`config.mk`:
```
export PLATFORM = sky130hd
export DESIGN_NAME = matrix4_multiply
export DESIGN_NICKNAME = d
export VERILOG_FILES = /design/src/hw/rtl/mm4_pkg.sv /design/src/hw/rtl/matrix4_multiply.sv /design/src/hw/rtl/mm4_front.sv /design/src/hw/rtl/mm4_back.sv
export VERILOG_INCLUDE_DIRS = /design/src /design/src/hw/rtl
export SDC_FILE = /design/constraint.sdc
export NUM_CORES = 2
export LEC_CHECK = 0
export BUFFER_PORTS_ARGS = -buffer_cell sky130_fd_sc_hd__buf_2
export CAP_MARGIN = 10
export CORE_MARGIN = 2
export CORE_UTILIZATION = 60
export CTS_CLUSTER_DIAMETER = 50
export DETAILED_ROUTE_END_ITERATION = 12
export GPL_TIMING_DRIVEN = 1
export HOLD_SLACK_MARGIN = 0.15
export MAX_ROUTING_LAYER = met4
export PLACE_DENSITY = 0.76
export SLEW_MARGIN = 30
export SYNTH_ARGS = -nofsm -noshare
export SYNTH_HDL_FRONTEND = slang
export SYNTH_HIERARCHICAL = 1
export SYNTH_SLANG_ARGS = --single-unit
```
`constraint.sdc`:
```
create_clock -name clk -period 19.2 [get_ports clk]
set_clock_uncertainty 0.15 [all_clocks]
set_input_delay 0.96 -clock clk [delete_from_list [all_inputs] [get_ports clk]]
set_output_delay 0.96 -clock clk [all_outputs]
set_load 0.02 [all_outputs]
```
`src/hw/rtl/matrix4_multiply_assert.svh`:
```
// Assertion macros shared by the matrix multiply RTL.
// Each macro disappears when SYNTH is defined.
`ifndef MATRIX4_MULTIPLY_ASSERT_SVH
`define MATRIX4_MULTIPLY_ASSERT_SVH

`ifndef SYNTH

// Expression must hold at every clock edge outside reset.
`define MM4_ASSERT_ALWAYS(label, clk, rst_n, expr) \
	label: assert property (@(posedge clk) disable iff (!rst_n) (expr)) \
		else $error("mm4 assertion failed");

// Antecedent implies consequent in the same cycle.
`define MM4_ASSERT_IMPLY(label, clk, rst_n, ante, cons) \
	label: assert property (@(posedge clk) disable iff (!rst_n) (ante) |-> (cons)) \
		else $error("mm4 assertion failed");

// Antecedent implies consequent in the next cycle.
`define MM4_ASSERT_NEXT(label, clk, rst_n, ante, cons) \
	label: assert property (@(posedge clk) disable iff (!rst_n) (ante) |=> (cons)) \
		else $error("mm4 assertion failed");

`else

`define MM4_ASSERT_ALWAYS(label, clk, rst_n, expr)
`define MM4_ASSERT_IMPLY(label, clk, rst_n, ante, cons)
`define MM4_ASSERT_NEXT(label, clk, rst_n, ante, cons)

`endif

`endif

```
`src/hw/rtl/mm4_pkg.sv`:
```
`default_nettype none

package mm4_pkg;

	// matrix geometry and fixed-point format
	localparam int DIM       = 4;
	localparam int FRAC_BITS = 16;
	localparam int CELLS     = DIM * DIM;
	localparam int DIM_W     = $clog2(DIM);
	localparam int ADDR_W    = $clog2(CELLS);
	localparam int IDX_W     = 4;
	localparam int DATA_W    = 32;
	localparam int PROD_W    = 2 * DATA_W;
	localparam int SUM_W     = PROD_W + $clog2(DIM);

	// transaction queue between front and back (power of two)
	localparam int QUEUE_DEPTH = 4;
	localparam int QPTR_W      = $clog2(QUEUE_DEPTH);

	// one classified load transaction
	typedef struct packed {
		logic              wr_en;
		logic [ADDR_W-1:0] addr;
		logic [DATA_W-1:0] left;
		logic [DATA_W-1:0] right;
		logic              last;
	} mm4_item_t;

endpackage

`default_nettype wire

```
`src/hw/rtl/matrix4_multiply.sv`:
```
// 4x4 Q16.16 matrix product, parent times local, column-major.
// Loads enter a 4-deep queue at one per cycle while not busy; busy is high while it is full.
// A last load starts the product when the back pops it, which it does only while idle; each result
// sums four terms from the single 32x32 multiplier, and results come out in index order.
// Results are strobed for one cycle each; the receiver cannot stall them.
// arst_n clears the queue and the sequencer; store contents are undefined until written.
`default_nettype none

module matrix4_multiply (
	input  wire logic                        clk,
	input  wire logic                        arst_n,
	input  wire logic                        start,
	output logic                             busy,
	input  wire logic [mm4_pkg::IDX_W-1:0]   element_index,
	input  wire logic signed [mm4_pkg::DATA_W-1:0] left_value,
	input  wire logic signed [mm4_pkg::DATA_W-1:0] right_value,
	input  wire logic                        last_element,
	output logic                             result_strobe,
	output logic [mm4_pkg::IDX_W-1:0]        product_index,
	output logic signed [mm4_pkg::DATA_W-1:0] product_value,
	output logic                             saturated,
	output logic                             last_result
);

	import mm4_pkg::*;

	logic      q_valid;
	logic      q_pop;
	mm4_item_t q_item;

	// front: accept and queue load transactions
	mm4_front u_front (
		.clk           (clk),
		.arst_n        (arst_n),
		.start         (start),
		.busy          (busy),
		.element_index (element_index),
		.left_value    (left_value),
		.right_value   (right_value),
		.last_element  (last_element),
		.q_valid       (q_valid),
		.q_item        (q_item),
		.q_pop         (q_pop)
	);

	// back: store writes and product sequencing
	mm4_back u_back (
		.clk           (clk),
		.arst_n        (arst_n),
		.q_valid       (q_valid),
		.q_item        (q_item),
		.q_pop         (q_pop),
		.result_strobe (result_strobe),
		.product_index (product_index),
		.product_value (product_value),
		.saturated     (saturated),
		.last_result   (last_result)
	);

endmodule

`default_nettype wire

```
`src/hw/rtl/mm4_front.sv`:
```
`default_nettype none
`include "matrix4_multiply_assert.svh"

module mm4_front (
	input  wire logic                      clk,
	input  wire logic                      arst_n,
	input  wire logic                      start,
	output logic                           busy,
	input  wire logic [mm4_pkg::IDX_W-1:0] element_index,
	input  wire logic [mm4_pkg::DATA_W-1:0] left_value,
	input  wire logic [mm4_pkg::DATA_W-1:0] right_value,
	input  wire logic                      last_element,
	output logic                           q_valid,
	output mm4_pkg::mm4_item_t             q_item,
	input  wire logic                      q_pop
);

	import mm4_pkg::*;

	mm4_item_t         queue_q [QUEUE_DEPTH];
	logic [QPTR_W-1:0] wptr_q;
	logic [QPTR_W-1:0] rptr_q;
	logic [QPTR_W:0]   count_q;
	logic              push;
	logic              do_pop;
	mm4_item_t         item_in;

	// classify: positions past the store write nothing
	always_comb begin
		item_in.wr_en = (int'(element_index) < CELLS);
		item_in.addr  = ADDR_W'(element_index);
		item_in.left  = left_value;
		item_in.right = right_value;
		item_in.last  = last_element;
	end

	assign busy    = (count_q == (QPTR_W + 1)'(QUEUE_DEPTH));
	assign push    = start && !busy;
	assign q_valid = (count_q != '0);
	assign do_pop  = q_pop && q_valid;
	assign q_item  = queue_q[rptr_q];

	// queue payload
	always_ff @(posedge clk) begin
		if (push) begin
			queue_q[wptr_q] <= item_in;
		end
	end

	// queue pointers and fill count
	always_ff @(posedge clk or negedge arst_n) begin
		if (!arst_n) begin
			wptr_q  <= '0;
			rptr_q  <= '0;
			count_q <= '0;
		end else begin
			if (push) begin
				wptr_q <= wptr_q + 1'b1;
			end
			if (do_pop) begin
				rptr_q <= rptr_q + 1'b1;
			end
			case ({push, do_pop})
				2'b10:   count_q <= count_q + 1'b1;
				2'b01:   count_q <= count_q - 1'b1;
				default: count_q <= count_q;
			endcase
		end
	end

	`MM4_ASSERT_ALWAYS(a_count_bound, clk, arst_n, count_q <= (QPTR_W + 1)'(QUEUE_DEPTH))
	`MM4_ASSERT_NEXT(a_push_only_grows, clk, arst_n, push && !do_pop, count_q == $past(count_q) + 1'b1)
	`MM4_ASSERT_IMPLY(a_no_pop_empty, clk, arst_n, q_pop, q_valid)

endmodule

`default_nettype wire

```
`src/hw/rtl/mm4_back.sv`:
```
`default_nettype none
`include "matrix4_multiply_assert.svh"

module mm4_back (
	input  wire logic                        clk,
	input  wire logic                        arst_n,
	input  wire logic                        q_valid,
	input  wire mm4_pkg::mm4_item_t          q_item,
	output logic                             q_pop,
	output logic                             result_strobe,
	output logic [mm4_pkg::IDX_W-1:0]        product_index,
	output logic signed [mm4_pkg::DATA_W-1:0] product_value,
	output logic                             saturated,
	output logic                             last_result
);

	import mm4_pkg::*;

	typedef enum logic [1:0] {
		ST_IDLE = 2'b01,
		ST_RUN  = 2'b10
	} state_t;

	state_t             state_q;
	logic [DIM_W-1:0]   k_q;
	logic [DIM_W-1:0]   r_q;
	logic [DIM_W-1:0]   c_q;
	logic               k_end;
	logic               r_end;
	logic               c_end;
	logic               issue;
	logic [ADDR_W-1:0]  left_addr;
	logic [ADDR_W-1:0]  right_addr;
	logic [ADDR_W-1:0]  elem_addr;

	logic [DATA_W-1:0]  left_mem  [CELLS];
	logic [DATA_W-1:0]  right_mem [CELLS];

	// stage 1: store read data
	logic [DATA_W-1:0]  left_s1;
	logic [DATA_W-1:0]  right_s1;
	logic               valid_s1;
	logic               kfirst_s1;
	logic               klast_s1;
	logic [ADDR_W-1:0]  elem_s1;
	logic               fin_s1;
	// stage 2: product
	logic signed [PROD_W-1:0] prod_s2;
	logic               valid_s2;
	logic               kfirst_s2;
	logic               klast_s2;
	logic [ADDR_W-1:0]  elem_s2;
	logic               fin_s2;
	// stage 3: accumulate
	logic signed [SUM_W-1:0] acc_q;
	logic               done_s3;
	logic [ADDR_W-1:0]  elem_s3;
	logic               fin_s3;

	logic signed [SUM_W-1:0]  shifted;
	logic [SUM_W-DATA_W:0]    top_bits;
	logic                     fits;

	assign q_pop = (state_q == ST_IDLE) && q_valid;
	assign issue = (state_q == ST_RUN);
	assign k_end = (k_q == DIM_W'(DIM - 1));
	assign r_end = (r_q == DIM_W'(DIM - 1));
	assign c_end = (c_q == DIM_W'(DIM - 1));

	// left[k*DIM + r], right[c*DIM + k], result at c*DIM + r
	assign left_addr  = ADDR_W'(k_q) * ADDR_W'(DIM) + ADDR_W'(r_q);
	assign right_addr = ADDR_W'(c_q) * ADDR_W'(DIM) + ADDR_W'(k_q);
	assign elem_addr  = ADDR_W'(c_q) * ADDR_W'(DIM) + ADDR_W'(r_q);

	// sequencer: one store load per pop, then one term per cycle
	always_ff @(posedge clk or negedge arst_n) begin
		if (!arst_n) begin
			state_q <= ST_IDLE;
			k_q     <= '0;
			r_q     <= '0;
			c_q     <= '0;
		end else begin
			case (state_q)
				ST_IDLE: begin
					k_q <= '0;
					r_q <= '0;
					c_q <= '0;
					if (q_pop && q_item.last) begin
						state_q <= ST_RUN;
					end
				end
				ST_RUN: begin
					k_q <= k_end ? '0 : k_q + 1'b1;
					if (k_end) begin
						r_q <= r_end ? '0 : r_q + 1'b1;
						if (r_end) begin
							c_q <= c_q + 1'b1;
							if (c_end) begin
								state_q <= ST_IDLE;
							end
						end
					end
				end
				default: state_q <= ST_IDLE;
			endcase
		end
	end

	// stores: written on pop, read with registered data
	always_ff @(posedge clk) begin
		if (q_pop && q_item.wr_en) begin
			left_mem[q_item.addr]  <= q_item.left;
			right_mem[q_item.addr] <= q_item.right;
		end
		left_s1  <= left_mem[left_addr];
		right_s1 <= right_mem[right_addr];
	end

	// pipeline payload
	always_ff @(posedge clk) begin
		kfirst_s1 <= (k_q == '0);
		klast_s1  <= k_end;
		elem_s1   <= elem_addr;
		fin_s1    <= c_end && r_end;
		prod_s2   <= $signed(left_s1) * $signed(right_s1);
		kfirst_s2 <= kfirst_s1;
		klast_s2  <= klast_s1;
		elem_s2   <= elem_s1;
		fin_s2    <= fin_s1;
		elem_s3   <= elem_s2;
		fin_s3    <= fin_s2;
		if (valid_s2) begin
			acc_q <= kfirst_s2 ? SUM_W'(prod_s2) : acc_q + SUM_W'(prod_s2);
		end
	end

	// round toward minus infinity, then clip to 32 bits
	always_comb begin
		shifted  = acc_q >>> FRAC_BITS;
		top_bits = shifted[SUM_W-1:DATA_W-1];
		fits     = (&top_bits) || !(|top_bits);
	end

	// pipeline control and result register
	always_ff @(posedge clk or negedge arst_n) begin
		if (!arst_n) begin
			valid_s1      <= 1'b0;
			valid_s2      <= 1'b0;
			done_s3       <= 1'b0;
			result_strobe <= 1'b0;
			last_result   <= 1'b0;
		end else begin
			valid_s1      <= issue;
			valid_s2      <= valid_s1;
			done_s3       <= valid_s2 && klast_s2;
			result_strobe <= done_s3;
			last_result   <= done_s3 && fin_s3;
		end
	end

	always_ff @(posedge clk) begin
		if (done_s3) begin
			product_index <= IDX_W'(elem_s3);
			saturated     <= !fits;
			if (fits) begin
				product_value <= shifted[DATA_W-1:0];
			end else if (acc_q[SUM_W-1]) begin
				product_value <= {1'b1, {(DATA_W - 1){1'b0}}};
			end else begin
				product_value <= {1'b0, {(DATA_W - 1){1'b1}}};
			end
		end
	end

	`MM4_ASSERT_IMPLY(a_last_index, clk, arst_n, last_result, result_strobe && product_index == IDX_W'(CELLS - 1))
	`MM4_ASSERT_NEXT(a_strobe_spaced, clk, arst_n, result_strobe, !result_strobe)
	`MM4_ASSERT_NEXT(a_run_ends, clk, arst_n, issue && k_end && r_end && c_end, state_q == ST_IDLE)

endmodule

`default_nettype wire
```
After elaboration in Yosys (flattened, before gate mapping):

Memory sizes are Yosys's and may differ from the RTL's. A register that Yosys moved wholly into a read port is not among the register bits.
Cells that the tools add are included.

* add/subtract/negate cells: 11
* multiply operators: 1
* divide/modulo/power cells: 0
* $lt $le $gt $ge: 0
* equality and inequality tests: 12
* shift operators: 0
* mux-type cells: 21
* bitwise gates (word level): 0
* reduce and logical (&&, ||, !) cells: 21

Operators by type and width (number)
* $add 66x64->66: 1
* $mux 66: 1
* $mul 32x32->64: 1
* $mux 32: 2
* $reduce_and 19->1: 1
* $reduce_or 19->1: 1
* $mux 2: 9
* $pmux 2 s2: 4
* $add 4x2->4: 3
* $add 2x1->2 const B: 5
* $eq 2x2->1 const B: 5
* $logic_and 1x1->1: 7
* $ne 2x1->1 const B: 3
* $pmux 3 s2: 1
* $eq 2x1->1 const B: 2
* $mux 1: 4
* $reduce_and 4->1: 1
* $reduce_bool 2->1: 2
* $add 3x1->3 const B: 1
* $eq 3x3->1 const B: 1
* $logic_not 1->1: 3
* $reduce_and 3->1: 1
* $reduce_bool 3->1: 1
* $sub 3x1->3 const B: 1
* other kinds (5): 5

* bits in registers: 206
* bits in latches: 0
* RAM bits: 1300
* bits in read-only memories: 0
* bits of input ports: 72
* output and inout bits: 40
* logic and storage cells: 96
* memories: 3

Memory list
* u_back.left_mem: words 16, width 32, rd ports 1, clocked after Yosys merged registers in 1, wr ports 1, line mm4_back.sv:36 `logic [DATA_W-1:0] left_mem [CELLS];`
* u_back.right_mem: words 16, width 32, rd ports 1, clocked after Yosys merged registers in 1, wr ports 1, line mm4_back.sv:37 `logic [DATA_W-1:0] right_mem [CELLS];`
* u_front.queue_q: words 4, width 69, rd ports 1, clocked after Yosys merged registers in 0, wr ports 1, line mm4_front.sv:20 `mm4_item_t queue_q [QUEUE_DEPTH];`

Logic depth before layout (Yosys ltp):

* depth after elaboration: 5
* depth in mapped cells: 30
* depth with buffers taken out: 28

Cells and area by module:

Netlist, hierarchy kept.

Modules (own cells, without submodules)
* mm4_back: instances 1, cells an instance 6397, area an instance 86070.0 um^2
* mm4_front: instances 1, cells an instance 400, area an instance 10470.0 um^2

Least setup slack after synthesis:

No wires, ideal clock.

* kind: register to register
* from: reg u_back.left_s1[31] (read register of u_back.left_mem)
* to: reg u_back.prod_s2[63]
* setup time: 0.122 ns
* arrival time: 7.724 ns
* data required time: 18.928 ns
* slack: 11.204 ns
* cell stages (with the launch flop): 27
* path buffers: 2
* clock period less this slack: 7.996 ns
* cells stage by stage: dfxtp_1 > clkbuf_1 > nand2_1 > inv_1 > fa_1 > inv_1 > fa_1 > inv_1 > fa_1 > fa_1 > inv_1 > fa_1 > inv_1 > fa_1 > fa_1 > fa_1 > ha_1 > clkbuf_1 > a21o_1 > a21oi_1 > nor2_1 > nor2_1 > o211ai_1 > o21ai_0 > or3b_2 > o21a_1 > o311a_1

* longest elaborated chain between the ends: 1

RTL lines
* start, declared: line mm4_back.sv:40 `logic [DATA_W-1:0] left_s1;`
* $mul 32x32->64: line mm4_back.sv:125 `prod_s2 <= $signed(left_s1) * $signed(right_s1);`
* end signal, assigned: line mm4_back.sv:125
* end, declared: line mm4_back.sv:48 `logic signed [PROD_W-1:0] prod_s2;`

No other way between the ends.
A chain may end at the register's enable or synchronous reset.

Worst setup path in the final report:

Ends and elaborated chain as after synthesis.

==> flow_results.org <==
** Yosys
- Counting flops with a built-in enable in the synthesized netlist gives 1,403.
- Most area-consuming cells after synthesis :: sky130_fd_sc_hd__edfxtp_1 (44%), sky130_fd_sc_hd__fa_1 (22%), sky130_fd_sc_hd__mux4_2 (9.1%)
- Commonest cells post-synth :: sky130_fd_sc_hd__edfxtp_1 (1,403), sky130_fd_sc_hd__fa_1 (1,084), sky130_fd_sc_hd__inv_1 (1,023)
- Prevailing post-synth register cell :: sky130_fd_sc_hd__edfxtp_1
- The most common cell in the synthesized netlist is sky130_fd_sc_hd__edfxtp_1.
- Synthesized instance count :: roughly 6,800
- For this run, asynchronously set or reset flops after synthesis account for 1.27%.
- Number of distinct standard cells referenced by the synthesized netlist :: between 80 and 90
- Netlist area before placement :: 0.0965 sq mm
- The synthesized design spends more area on one cell type than any other, namely sky130_fd_sc_hd__edfxtp_1.
- The number of nets handed over by synthesis was ~8,000.
- In this run, synthesis produced a sequential element count of approximately 1,600.
- Yosys top cell area share :: 43.6%
- After synthesis, flip-flops and latches occupy between 40% and 50% of the total area.
- Dividing the synthesized area by the synthesized cell count gives ~14 sq um.
- Warnings, synthesis :: 6

** Global route
- Across every metal layer, demand over resource in global routing totals 30.8%.
- Pin count of the biggest net entering global routing :: around 90
- Number of antenna violations at the first check in global routing :: 2
- Number of global-route vias before repair :: 60,000
- First-pass GRT wire length :: 367,000 um
- Global-route congestion overflow total :: 0

** Setup path
- In this run the critical register-to-register path is launched from u_back/left_s1[31].
- Worst EP arrival :: 9.40 ns
- Startpoint of the most critical setup path :: u_back/left_s1[31]
- STA classifies the critical path endpoint as a flop.
- Across all register-to-register paths, the minimum setup slack is 10.35 ns.
- STA puts the critical path data required time at slightly below 20 ns.
- Kind of start point of the critical path :: flop
- Counting cells, the worst reg-to-reg path comes to 25.
- CP endpoint :: u_back/prod_s2[63]
- Highest net fanout along the worst path :: 32
- Category of the critical setup timing path :: flop to flop
- Endpoint of the lowest-slack register-to-register path :: u_back/prod_s2[63]

** Clocking
- After clock tree synthesis, the clock-pin slew on the worst setup and hold paths is ~0.070 ns.
- Clock sink count :: 1,570
- Clock root buffer master :: sky130_fd_sc_hd__clkbuf_16
- CTS buffer count :: 162
- TritonCTS clock tree :: yes
- Clock latency on the worst-skew pair, taken at its later pin, is 0.83 ns.
- In this run the post-CTS setup repair buffer count came out at 0.
- Count of instances resized after the clock tree is built :: 0
- Number of H-tree branching levels :: 4
- Clk buf depth :: 3

** Placement
- Area after DPL :: 0.0995 sq mm
- During placement, the flow inserted port buffers numbering 111.
- The congestion estimate from routability-driven global placement came to a little over 0.9.
- After legalization and detailed placement, the total HPWL measured 146,000 um.

** Routing
- In this run the remaining antenna-violating nets after routing total 0.
- In the routed design, unresolved DRC markers number 0.
- For this block, the via count after detailed routing is 55,700.
- Final WL :: 236,000 um
- First-pass detailed-route iteration total :: 6
- Dividing the detail-routed via count by the number of cells gives 6.10.
- For this block, the initial DRC count from the detailed router was 5,416.
- DR WL/cell :: 25.9 um

** STA
- The worst path needs 8.85 ns of the cycle, external delays included.
- Final setup violating endpoints :: 0
- In the final timing run, aggregate negative setup slack is 0 ns.
- Setup repair after global routing left no endpoint under its margin.
- Maximum achievable frequency :: 113 MHz
- Worst slew slack as a fraction of its limit :: 27.7%
- Fin crit share :: 46.1%
- The count of endpoints failing hold in the final timing report is 0.
- At the pin with the least slew margin, the transition time is around 1.1 ns.
- The count of final max-slew check failures came to 0.

** Die
- Site Rows :: 147
- Floorplan die area :: 0.164 sq mm
- Starting utilization of the core area :: 60.3%
- Die Height :: 405 um
- Core outline area :: 0.160 sq mm
- Pin placement for this block handled about 110 I/O pins.
- The floorplan step set the die width to between 400 and 500 um.

** Final layout
- The filler cells instantiated in the layout total 10,900.
- From synthesis to final layout, the design area changed by 8.91%.
- The final layout contains around 8,300 nets.
- After routing the design area is around 0.11 sq mm.
- Cells with a size suffix above 1 make up 13.5% of the layout.

** Job
- Max-cap violations in this run came to 0.

** Hold path
- The worst hold path passes through 0 cells.
- In this run the worst hold path is classified as flop to flop.

** Outcome
- The run finished with clean final reports.
[area by class of cell]
| type | count | area, sq um | share of cell area, % |
|---|---|---|---|
| sequential | 1570 | 45600 | 43.4 |
| tap | 2160 | 2700 | 2.57 |
| clock inverter | 82 | 1090 | 1.04 |
| inverter | 1024 | 3840 | 3.66 |
| clock buffer | 220 | 4480 | 4.26 |
| timing repair buffer | 220 | 1580 | 1.50 |
| antenna | 3 | 7.51 | 0.00714 |
| multi-input combinational | 3857 | 45800 | 43.6 |
[kinds of logic after synthesis]
group | after synthesis | share of synthesized area, %
xor gates and xnor gates | 128 | 1.16
DFF | 1570 | 47.2
buffers and inverters | 1370 | 5.48
and+or+nand+nor | 1437 | 7.43
adders and majority gates | 1344 | 25.8
other | 1 | 0.00388
AOI/OAI and AO/OA | 548 | 3.67
muxes | 399 | 9.19
[state kept, by name (all words and copies together) (netlist names), 32 cells and up]
register,count
u_back/left_mem,512
u_back/right_mem,512
u_front/queue_q,276
u_back/acc_q,66
u_back/prod_s2,64
u_back/left_s1,32
u_back/product_value,32
u_back/right_s1,32
[through the flow]
step / hold slack [ns] / utilization, % / instances / setup slack [ns]
3_3_place_gp: 0.161 / 62.0 / 8821 / 10.46
2_1_floorplan: 0.160 / - / 6797 / 11.20
3_5_place_dp: 0.162 / 62.1 / 8829 / 10.33
5_1_grt: 0.174 / 65.6 / 9134 / 9.84
4_1_cts: 0.157 / 65.6 / 9132 / 10.34
6_report: 0.177 / 65.6 / 9136 / 10.35
[how the worst min path moves through the flow]
stage                       from                     end  slack (ns)
4_1_cts           right_value[4]   u_front/queue_q[0][5]        0.16
2_1_floorplan  u_back/elem_s1[0]       u_back/elem_s2[0]        0.16
5_1_grt            left_value[3]  u_front/queue_q[0][36]        0.17
3_3_place_gp     u_back/klast_s1         u_back/klast_s2        0.16
3_5_place_dp       u_back/fin_s1           u_back/fin_s2        0.16
6_report       u_back/elem_s1[3]       u_back/elem_s2[3]        0.18
[worst max-delay path, cell delays in order (launching register included)]
cell and delay [ns]:
sky130_fd_sc_hd__dfxtp_1 0.31, sky130_fd_sc_hd__buf_4 0.36, sky130_fd_sc_hd__nand2_1 0.20, sky130_fd_sc_hd__inv_1 0.12, sky130_fd_sc_hd__fa_1 0.39, sky130_fd_sc_hd__inv_1 0.26
sky130_fd_sc_hd__fa_1 0.49, sky130_fd_sc_hd__inv_1 0.22, sky130_fd_sc_hd__fa_1 0.49, sky130_fd_sc_hd__fa_1 0.85, sky130_fd_sc_hd__inv_1 0.39, sky130_fd_sc_hd__fa_1 0.58
sky130_fd_sc_hd__inv_1 0.05, sky130_fd_sc_hd__fa_1 0.55, sky130_fd_sc_hd__fa_1 0.43, sky130_fd_sc_hd__fa_1 0.48, sky130_fd_sc_hd__ha_1 0.40, sky130_fd_sc_hd__a21o_1 0.20
sky130_fd_sc_hd__a21oi_1 0.16, sky130_fd_sc_hd__nor2_1 0.05, sky130_fd_sc_hd__nor2_1 0.15, sky130_fd_sc_hd__o211ai_1 0.11, sky130_fd_sc_hd__o21ai_0 0.23, sky130_fd_sc_hd__or3b_2 0.53
sky130_fd_sc_hd__o21a_1 0.24, sky130_fd_sc_hd__o311a_1 0.33
[cells in the final DEF, fill, tap and decap left out, types with 12 or more instances in the layout]
master,count
sky130_fd_sc_hd__edfxtp_1,1403
sky130_fd_sc_hd__fa_1,1084
sky130_fd_sc_hd__inv_1,1023
sky130_fd_sc_hd__nand2_1,629
sky130_fd_sc_hd__and2_1,518
sky130_fd_sc_hd__mux4_2,388
sky130_fd_sc_hd__ha_1,260
sky130_fd_sc_hd__clkbuf_16,164
sky130_fd_sc_hd__a21oi_1,151
sky130_fd_sc_hd__dfxtp_1,135
sky130_fd_sc_hd__a21o_1,127
sky130_fd_sc_hd__o21ai_0,121
sky130_fd_sc_hd__buf_2,111
sky130_fd_sc_hd__buf_4,93
sky130_fd_sc_hd__nor2_1,88
sky130_fd_sc_hd__xnor2_1,74
sky130_fd_sc_hd__xor2_1,54
sky130_fd_sc_hd__clkbuf_1,39
sky130_fd_sc_hd__nand4_1,38
sky130_fd_sc_hd__clkinv_2,29
sky130_fd_sc_hd__nand3_1,24
sky130_fd_sc_hd__nand2b_1,21
sky130_fd_sc_hd__clkbuf_8,17
sky130_fd_sc_hd__o211ai_1,16
sky130_fd_sc_hd__o21a_1,16
sky130_fd_sc_hd__nor2b_1,16
sky130_fd_sc_hd__bufinv_16,15
sky130_fd_sc_hd__and3_1,15
sky130_fd_sc_hd__a211oi_1,14
sky130_fd_sc_hd__nor3_1,14
sky130_fd_sc_hd__o21bai_1,13
sky130_fd_sc_hd__nor2_4,13
sky130_fd_sc_hd__a31oi_1,12
[what timing repair did]
item                       4_1_cts  5_1_grt
setup endpoints to repair        0        0
hold endpoints to repair        19        0
hold buffers                     1        0
[per-layer routing]
metal	wire [um]	vias to the layer above	part of all wire, %	global-route usage (%)
met5	0	-	0	-
met4	7460	0	3.2	8.92
met3	23200	586	9.8	6.56
met2	113000	3176	48	47.7
met1	92300	28800	39	41.8
li1	-	23100	-	-
Power is not shown: default switching activity piles up to over one toggle a cycle in this logic, so the estimate is an artifact.
